`config.mk`:
```
export PLATFORM = sky130hd
export DESIGN_NAME = bsc_alu
export DESIGN_NICKNAME = d
export VERILOG_FILES = /design/src/bounded_stack_calculator_unit_macros.svh /design/src/bsc_pkg.sv /design/src/bsc_alu.sv
export SDC_FILE = /design/constraint.sdc
export NUM_CORES = 1
export LEC_CHECK = 0
export BUFFER_PORTS_ARGS = -buffer_cell sky130_fd_sc_hd__clkbuf_2
export CAP_MARGIN = 40
export CELL_PAD_IN_SITES_DETAIL_PLACEMENT = 0
export CELL_PAD_IN_SITES_GLOBAL_PLACEMENT = 1
export CORE_ASPECT_RATIO = 2
export CORE_MARGIN = 3
export CORE_UTILIZATION = 43
export CTS_CLUSTER_DIAMETER = 50
export DETAILED_ROUTE_END_ITERATION = 10
export HOLD_SLACK_MARGIN = 0.02
export PLACE_DENSITY = 0.88
export SYNTH_ARGS = -nofsm -noshare
export SYNTH_HDL_FRONTEND = slang
export SYNTH_SLANG_ARGS = --single-unit
```
`constraint.sdc`:
```
create_clock -name clk_i -period 4.7 [get_ports clk_i]
set_input_delay 0.47 -clock clk_i [delete_from_list [all_inputs] [get_ports clk_i]]
set_output_delay 0.47 -clock clk_i [all_outputs]
set_load 0.02 [all_outputs]
```
`src/bounded_stack_calculator_unit_macros.svh`:
```
// Assertion macros for the bounded stack calculator.
// Used by the top level only; expects clk_i and rst_ni in scope.
`ifndef BOUNDED_STACK_CALCULATOR_UNIT_MACROS_SVH
`define BOUNDED_STACK_CALCULATOR_UNIT_MACROS_SVH

// Same-cycle implication.
`define BSC_ASSERT_IMP(lbl, ante, cons, msg) \
  lbl: assert property (@(posedge clk_i) disable iff (!rst_ni) (ante) |-> (cons)) \
    else $error(msg);

// Next-cycle implication.
`define BSC_ASSERT_NXT(lbl, ante, cons, msg) \
  lbl: assert property (@(posedge clk_i) disable iff (!rst_ni) (ante) |=> (cons)) \
    else $error(msg);

`endif

```
`src/bsc_pkg.sv`:
```
// Shared types and constants of the bounded stack calculator.
// No dependencies.
package bsc_pkg;

  localparam int unsigned ValW = 31;
  localparam int unsigned OpW  = 4;
  localparam int unsigned MagW = 62;

  localparam logic [MagW-1:0] MagLimit = 62'd1000000000;

  typedef enum logic [OpW-1:0] {
    OP_START = 4'd0,
    OP_NUM   = 4'd1,
    OP_POP   = 4'd2,
    OP_INV   = 4'd3,
    OP_DUP   = 4'd4,
    OP_SWP   = 4'd5,
    OP_ADD   = 4'd6,
    OP_SUB   = 4'd7,
    OP_MUL   = 4'd8,
    OP_DIV   = 4'd9,
    OP_MOD   = 4'd10,
    OP_END   = 4'd11
  } op_e;

  typedef enum logic [2:0] {
    ALU_ADD = 3'd0,
    ALU_SUB = 3'd1,
    ALU_MUL = 3'd2,
    ALU_DIV = 3'd3,
    ALU_MOD = 3'd4,
    ALU_INV = 3'd5
  } alu_op_e;

  typedef struct packed {
    logic done;
    logic ovf;
  } alu_rsp_t;

endpackage

```
`src/bsc_alu.sv`:
```
// Shared arithmetic unit: add/sub/negate, bit-serial multiply,
// restoring divide. Depends on bsc_pkg.
module bsc_alu
  import bsc_pkg::*;
(
  input  logic                   clk_i,
  input  logic                   rst_ni,
  input  logic                   start_i,
  input  alu_op_e                op_i,
  input  logic signed [ValW-1:0] a_i,
  input  logic signed [ValW-1:0] b_i,
  output alu_rsp_t               rsp_o,
  output logic signed [ValW-1:0] res_o
);

  typedef enum logic [2:0] {
    AS_IDLE = 3'b001,
    AS_RUN  = 3'b010,
    AS_FIN  = 3'b100
  } alu_state_e;

  alu_state_e state_q, state_d;
  alu_op_e    op_q, op_d;
  logic [31:0]     acc_q, acc_d;
  logic [ValW-1:0] lo_q, lo_d;
  logic [ValW-1:0] dsr_q, dsr_d;
  logic [4:0]      cnt_q, cnt_d;
  logic            sgn_q, sgn_d;

  logic [ValW-1:0] mag_a, mag_b;
  logic [31:0]     sum_s, sum_mag;
  logic [31:0]     mul_sum, div_sh;
  logic [32:0]     div_diff;
  logic            qbit;
  logic [MagW-1:0] mag;

  always_comb begin
    mag_a    = a_i[ValW-1] ? ValW'(-a_i) : a_i;
    mag_b    = b_i[ValW-1] ? ValW'(-b_i) : b_i;
    unique case (op_i)
      ALU_SUB: sum_s = {a_i[ValW-1], a_i} - {b_i[ValW-1], b_i};
      ALU_INV: sum_s = 32'd0 - {b_i[ValW-1], b_i};
      default: sum_s = {a_i[ValW-1], a_i} + {b_i[ValW-1], b_i};
    endcase
    sum_mag  = sum_s[31] ? (32'd0 - sum_s) : sum_s;
    mul_sum  = {1'b0, acc_q[ValW-1:0]} + (lo_q[0] ? {1'b0, dsr_q} : 32'd0);
    div_sh   = {acc_q[ValW-1:0], lo_q[ValW-1]};
    div_diff = {1'b0, div_sh} - {2'b00, dsr_q};
    qbit     = ~div_diff[32];
  end

  always_comb begin
    state_d = state_q;
    op_d    = op_q;
    acc_d   = acc_q;
    lo_d    = lo_q;
    dsr_d   = dsr_q;
    cnt_d   = cnt_q;
    sgn_d   = sgn_q;
    unique case (state_q)
      AS_IDLE: begin
        if (start_i) begin
          op_d  = op_i;
          cnt_d = 5'(ValW - 1);
          acc_d = '0;
          unique case (op_i)
            ALU_MUL: begin
              lo_d    = mag_b;
              dsr_d   = mag_a;
              sgn_d   = a_i[ValW-1] ^ b_i[ValW-1];
              state_d = AS_RUN;
            end
            ALU_DIV, ALU_MOD: begin
              lo_d    = mag_a;
              dsr_d   = mag_b;
              sgn_d   = (op_i == ALU_DIV) ? (a_i[ValW-1] ^ b_i[ValW-1]) : a_i[ValW-1];
              state_d = AS_RUN;
            end
            default: begin
              acc_d   = {31'd0, sum_mag[31]};
              lo_d    = sum_mag[ValW-1:0];
              sgn_d   = sum_s[31];
              state_d = AS_FIN;
            end
          endcase
        end
      end
      AS_RUN: begin
        if (op_q == ALU_MUL) begin
          acc_d = {1'b0, mul_sum[31:1]};
          lo_d  = {mul_sum[0], lo_q[ValW-1:1]};
        end else begin
          acc_d = qbit ? div_diff[31:0] : div_sh;
          lo_d  = {lo_q[ValW-2:0], qbit};
        end
        cnt_d = cnt_q - 5'd1;
        if (cnt_q == 5'd0) begin
          state_d = AS_FIN;
        end
      end
      AS_FIN: begin
        state_d = AS_IDLE;
      end
      default: state_d = AS_IDLE;
    endcase
  end

  always_ff @(posedge clk_i or negedge rst_ni) begin
    if (!rst_ni) begin
      state_q <= AS_IDLE;
      op_q    <= ALU_ADD;
      cnt_q   <= '0;
      sgn_q   <= 1'b0;
    end else begin
      state_q <= state_d;
      op_q    <= op_d;
      cnt_q   <= cnt_d;
      sgn_q   <= sgn_d;
    end
  end

  always_ff @(posedge clk_i) begin
    acc_q <= acc_d;
    lo_q  <= lo_d;
    dsr_q <= dsr_d;
  end

  // Pick the magnitude the operation left behind.
  always_comb begin
    unique case (op_q)
      ALU_DIV: mag = {31'd0, lo_q};
      ALU_MOD: mag = {30'd0, acc_q};
      default: mag = {acc_q[ValW-1:0], lo_q};
    endcase
    rsp_o.done = (state_q == AS_FIN);
    rsp_o.ovf  = (mag > MagLimit);
    res_o      = sgn_q ? ValW'(-mag[ValW-1:0]) : mag[ValW-1:0];
  end

endmodule

```
==> results of run 1 <==
-- per-layer routing --
layer | GRT usage (%) | part of all wire, %
met5 | 0 | 0
met4 | 20.5 | 8.0
met3 | 1.72 | 3.8
met2 | 56.1 | 54
met1 | 29.4 | 35
-- cell usage after synthesis (33+ instances only) --
master	instances	share of area [%]
nor2_1	117	2.7
a31oi_1	51	1.9
a21oi_1	187	5.7
edfxtp_1	94	17
o21ai_0	137	4.2
ha_1	132	10
and2_1	70	2.7
mux2i_1	76	4.6
a211oi_1	36	1.6
xor2_1	74	3.9
inv_1	110	2.5
nand2_1	243	5.5
o31ai_1	33	1.5
clkbuf_1	82	1.9
nand3_1	54	1.6
xnor2_1	107	5.7
nor3_1	45	1.4
a21o_1	65	3.0
-- critical path: stages (launching register included) --
cell	delay (ns)
dfrtp_1	0.49
nor3b_4	0.25
buf_12	0.17
mux2i_1	0.30
and2_1	0.19
nand2b_1	0.07
nor2_1	0.14
nand2_1	0.20
or3_1	0.52
o21a_1	0.29
a21oi_1	0.23
a21boi_1	0.24
xor2_1	0.32
clkbuf_2	0.24
-- per-stage QoR --
stage | setup slack (ns) | area (µm²)
after global placement | -0.0151 | 18200
final | 0.199 | 18500
after floorplan | -0.112 | 16700
after detailed placement | -0.0417 | 18200
after CTS | 0.0645 | 18500
after global routing | 0.0540 | 18500
-- cell usage in the layout (no fill, tap or decap), drive strengths merged, types with 20 or more instances in the layout --
master / instances
nand2: 243
a21oi: 187
o21ai: 141
ha: 132
nor2: 117
inv: 113
clkbuf: 110
xnor2: 107
buf: 101
edfxtp: 94
mux2i: 76
xor2: 74
and2: 73
a21o: 65
nand3: 55
a31oi: 52
nor3: 46
a211oi: 37
o31ai: 33
o211ai: 32
o22ai: 30
nand4: 29
nand2b: 25
nor2b: 24
or3: 21
o21a: 20
-- power by group through the flow --
stage	Combinational [mW]	Clock, mW	Sequential, mW
global route	4.92	0.790	1.55
finish	4.53	0.751	1.54
CTS	4.49	0.751	1.53
detailed placement	4.45	0	1.55
floorplan	3.14	0	1.41
global placement	4.39	0	1.54
-- path summary, 6_finish.rpt --
path                            start    endpoint  slack (ns)  depth (start not counted)
min in group asynchronous      rst_ni    cnt_q[0]        0.54                          2
hold / removal                op_i[0]     op_q[0]        0.51                          4
hold reg to reg            state_q[2]  state_q[2]        0.53                          1
setup reg to reg             lo_q[30]   acc_q[31]        0.35                         16
max in group asynchronous      rst_ni  state_q[0]        3.84                          2
setup / recovery              op_q[0]   res_o[29]        0.20                         13
-- sequential cells by signal, indices dropped and copies added, names as in the netlist --
register / flops
sgn_q: 1
op_q: 3
cnt_q: 5
lo_q: 31
acc_q: 32
dsr_q: 31
state_q: 3
-- kinds of logic (layout without fill, tap and decap cells) --
family | after synthesis | count (layout) | synth area share (%)
xor+xnor | 181 | 181 | 9.62
fa+ha+maj | 136 | 136 | 10.5
flops | 106 | 106 | 19.0
other cells | 0 | 1 | 0
buf+inv | 211 | 328 | 4.94
mux | 79 | 79 | 4.82
simple gates | 730 | 730 | 22.3
compound gates | 725 | 725 | 28.9
-- repair_timing --
action                                  in CTS  in global routing
endpoints found under the hold margin        4                  0
buffers inserted                             1                  0
hold buffers                                 1                  0
pin swaps                                    1                  1
endpoints found under the setup margin       4                  4
gates resized for setup                      1                  5
-- final cells by class --
type                       instances  area, µm²
multi-input combinational       1851      12800
sequential                       106       3120
antenna                            1       2.50
inverter                         110        413
clock inverter                     6       48.8
clock buffer                      10        229
timing repair buffer             202       1320
fill                            3769      19100
tap                              459        574
==> metrics.cfg, run 1 <==
[die]
start_util_pct = 43.9
die_height_um = 283
ios = 101
die_area_um2 = 40800
fp.dieW_um = 144
core-area_um2 = 37500
rows = 100

[pwr]
switching_share_pct = 50.9
p_comb_share_pct = 66.5
powerDensity_nw_per_um2 = 369
p_total_mw = 6.82
power.internal_mw = 3.35
switchingPower_mw = 3.47
seqPwrFrac_pct = 22.5
irDropWorstVdd_uv = 336
pwr-share-clk_pct = 11.0
p_leak_nw = 7.76

[placed_design]
gp_congestion = 0.983
post-place-cells = 2726
place_hpwl_um = 50800
port_buffers = 100

[timing]
tightest_slew_ns = 0.866
maxSlewHeadroom_pct = 42.2
setup_tns_ns = 0
finClkSkew_ns = 0.0114
setup_viol = 0
hold_violations = 0
fin_crit_ns = 4.50
fmax_ghz = 0.222
slew_violations = 0
holdWs_ns = 0.509
rsz0062_at_grt = no
fin_crit_sh_pct = 95.8

[yosys]
synth_seq_cells = 106
syn_inst = 2168
synth_edf_count = 94
ys_types = 95
yosysSeqAreaShare_pct = 19.0
synth_area_per_cell_um2 = 7.60
synth_warnings = 0
syn_area_um2 = 16500
async_flop_share_pct = 11.3
synth-main-ff-cell = edfxtp_1
syn-num-nets = 2372

[layout]
drive_above_1_share_pct = 12.6
area_growth_pct = 12.2
layout.nets = 2484
post-route-util_pct = 49.2
finalNonFillerCells = 2745

[critical_path]
cp.required_ns = 4.23
cp.arrival_ns = 4.03
cp-end-kind = output port
critPathLaunchType = flip-flop
critPathKind = flip-flop to output port
crit_fanout = 9

[drt]
drtIter0Drc = 1086
wl_per_cell_um = 22.4
wirelength_um = 61600
vias_per_cell = 6.33
vias = 17376
antenna_left = 0
drt-pass1-iter-count = 5
drc = 0

[grt]
grt_first_pass_wirelength_um = 93400
antenna_found_initial = 1
grt_max_degree = 43
grt_overflow = 0
grt_pass1_vias = 17194
grtUsageTotal_pct = 29.4

[clocking]
cts_made_buffers = 9
cts.clk_slew.worst_paths_ns = 0.07
htreeDepth = 3
clock-sinks = 106
cts_max_path_buffers = 2
root_buffer = clkbuf_16
tritoncts = yes
clkLatencyLatePin_ns = 0.37

[flow_run]
drv_cap = 0

[min_path]
hold_class = input pin to flip-flop

[run_status]
status = finished clean

No activity file was read; power rests on OpenSTA's default activity.
==> inputs of run 2 (changes only) <==
Settings changed: CORE_ASPECT_RATIO 2 to 1.2.
==> run 2 against run 1 <==
  * Power decreased by 0.25%
  * Largest cell class unchanged
  * Fmax down 0.36%
  * Critical path depth is 1 lower
  * Die area shrank 0.32%
  * Sequential share of layout area down 0.062 points
  * Final cell count grew 0.58%
  * Hold slack got worse by 0.072 ns
  * Critical endpoint is now res_o[30]
  * Combinational power shrank 0.9%
==> metrics.cfg, run 2 (synthesis gave the netlist of run 1 again) <==
[layout]
largest_reg_flops = 32  ; unchanged
layout_common_cells = nand2_1 (242), a21oi_1 (185), o21ai_0 (134)  ; was nand2_1 (242), a21oi_1 (186), o21ai_0 (134)
finalNonFillerCells = 2761  ; was 2,745
post-route-util_pct = 49.8  ; was 49.2%
drive_above_1_share_pct = 12.9  ; was 12.6%
layout.nets = 2486  ; was 2,484
reg_top3 = acc_q (32), dsr_q (31), lo_q (31)  ; unchanged
diodes = 0  ; was 1
area_growth_pct = 12.7  ; was 12.2%
layout_commonest_cell = nand2_1  ; unchanged
regMostFlops = acc_q  ; unchanged

[grt]
grt_first_pass_wirelength_um = 90300  ; was 93,400 µm
grtUsageTotal_pct = 27.8  ; was 29.4%
grt_overflow = 0  ; unchanged
use_met1_pct = 36.3  ; was 29.4%
use_met2_pct = 48.9  ; was 56.1%
gr-max-usage-layer = met2  ; unchanged
grt_pass1_vias = 16539  ; was 17,194
antenna_found_initial = 0  ; was 1
use_met3_pct = 1.97  ; was 1.72%
grt_max_degree = 49  ; was 43

[die]
core-area_um2 = 37300  ; was 37,500 µm²
rows = 77  ; was 100
start_util_pct = 44.2  ; was 43.9%
ios = 101  ; unchanged
die_height_um = 220  ; was 283 µm
fp.dieW_um = 185  ; was 144 µm
die_area_um2 = 40700  ; was 40,800 µm²

[placed_design]
port_buffers = 100  ; unchanged
dpl_worst_slack_ns = -0.0489  ; was -0.0417 ns
place_hpwl_um = 47000  ; was 50,800 µm
gp_congestion = 0.982  ; was 0.983
post-place-cells = 2743  ; was 2,726

[run_status]
status = finished clean  ; unchanged

[critical_path]
cp.required_ns = 4.23  ; about the same
critPathLaunchType = flip-flop  ; unchanged
path_cells = nor3b_4 -> buf_4 -> mux2i_1 -> o211ai_1 -> nor3b_2 -> nand3_1 -> o21bai_1 -> nor3_2 -> nand3_1 -> o21ai_1 -> xor2_1 -> clkbuf_2  ; was nor3b_4 -> buf_12 -> mux2i_1 -> and2_1 -> nand2b_1 -> nor2_1 -> nand2_1 -> or3_1 -> o21a_1 -> a21oi_1 -> a21boi_1 -> xor2_1 -> clkbuf_2
cp.arrival_ns = 4.05  ; was 4.03 ns
crit_fanout = 6  ; was 9
cp_common_cell = nand3_1
r2r_slack_ns = 0.34  ; was 0.35 ns
r2r-end = acc_q[31]  ; unchanged
critPathKind = flip-flop to output port  ; unchanged
cp-end-kind = output port  ; unchanged
r2r_cells = 16  ; unchanged
critPathMaxStageDelay_ns = 0.50  ; was 0.52 ns
cp.buffers_inverters = 2  ; unchanged
rr_startpoint = lo_q[30]  ; unchanged
critPathTopFamily = simple AND/OR/NAND/NOR gates  ; unchanged
slowest_stage = mux2i_1  ; was or3_1

[drt]
drc = 0  ; unchanged
drtIter0Drc = 1618  ; was 1,086
drt-pass1-iter-count = 6  ; was 5
wirelength_um = 57800  ; was 61,600 µm
vias = 17007  ; was 17,376
wl_per_cell_um = 20.9  ; was 22.4 µm
vias_per_cell = 6.16  ; was 6.33
antenna_left = 0  ; unchanged

[min_path]
hold_depth = 4  ; unchanged
min_from = op_i[0]  ; unchanged
hold_end = op_q[0]  ; unchanged
hold_class = input pin to flip-flop  ; unchanged

[timing]
holdWs_ns = 0.436  ; was 0.509 ns
slew_violations = 0  ; unchanged
fin_crit_ns = 4.52  ; was 4.50 ns
worst_slack_ns = 0.183  ; was 0.199 ns
hold_violations = 0  ; unchanged
setup_viol = 0  ; unchanged
maxSlewHeadroom_pct = 43.2  ; was 42.2%
tightest_slew_ns = 0.850  ; was 0.866 ns
finClkSkew_ns = 0.0128  ; was 0.0114 ns
fmax_ghz = 0.221  ; was 0.222 GHz
fin_crit_sh_pct = 96.1  ; was 95.8%
rsz0062_at_grt = no  ; unchanged

[clocking]
clkLatencyLatePin_ns = 0.37  ; about the same
cts_made_buffers = 9  ; unchanged
htreeDepth = 3  ; unchanged
clock-sinks = 106  ; unchanged
cts.clk_slew.worst_paths_ns = 0.07  ; about the same
root_buffer = clkbuf_16  ; unchanged
cts_max_path_buffers = 2  ; unchanged
tritoncts = yes  ; unchanged

[pwr]
p_leak_nw = 7.79  ; was 7.76 nW
powerDensity_nw_per_um2 = 366  ; was 369 nW/µm²
p_total_mw = 6.80  ; was 6.82 mW
irDropWorstVdd_uv = 201  ; was 336 µV

[flow_run]
drv_cap = 0  ; unchanged

run 2: worst max-delay path by stage:
stage             from   endpoint  slack [ns]  depth (start not counted)
2_1_floorplan  op_i[1]   lo_q[30]       -0.11                         21
3_3_place_gp   op_i[0]    lo_q[2]       -0.05                         19
3_5_place_dp   op_i[0]    lo_q[2]       -0.05                         19
4_1_cts        op_q[0]  res_o[29]      0.0006                         13
5_1_grt        op_q[0]  res_o[29]        0.02                         13
6_report       op_q[0]  res_o[30]        0.18                         12
run 2: metrics by stage:
step                cell area [µm²]  TNS, ns
floorplan                     16700   -0.112
global placement              18200  -0.0809
detailed placement            18200   -0.139
CTS                           18500        0
global route                  18600        0
finish                        18600        0
run 2: metal layers:
metal | up-vias | wire length, µm
li1 | 8296 | -
met1 | 8074 | 24900
met2 | 553 | 28100
met3 | 84 | 2970
met4 | 0 | 1840
met5 | - | 0
run 2: layout make-up:
class                      instances  area, µm²
timing repair buffer             204       1340
inverter                         110        413
sequential                       106       3130
multi-input combinational       1851      12800
clock inverter                     6       46.3
tap                              474        593
fill                            3648      18700
clock buffer                      10        239
run 2: power breakdown:
group          switching, mW  internal, mW  leakage (nW)
sequential             0.279          1.26          1.03
combinational           2.78          1.71          6.62
clock                  0.389         0.382         0.146
total                   3.44          3.36          7.79
run 2: repair_timing:
action	CTS	global route
setup endpoints to repair	4	4
resized for setup	3	9
setup buffers	1	0
hold buffers	1	0
hold endpoints to repair	11	0
pin swaps	1	1
run 2: worst reg2reg max path, delay by kind of cell (launching register included):
family	cells	cell delay, ns
simple gates	2	0.55
buf+inv	4	0.61
flops	1	0.40
compound gates	8	2.04
fa+ha+maj	2	0.64
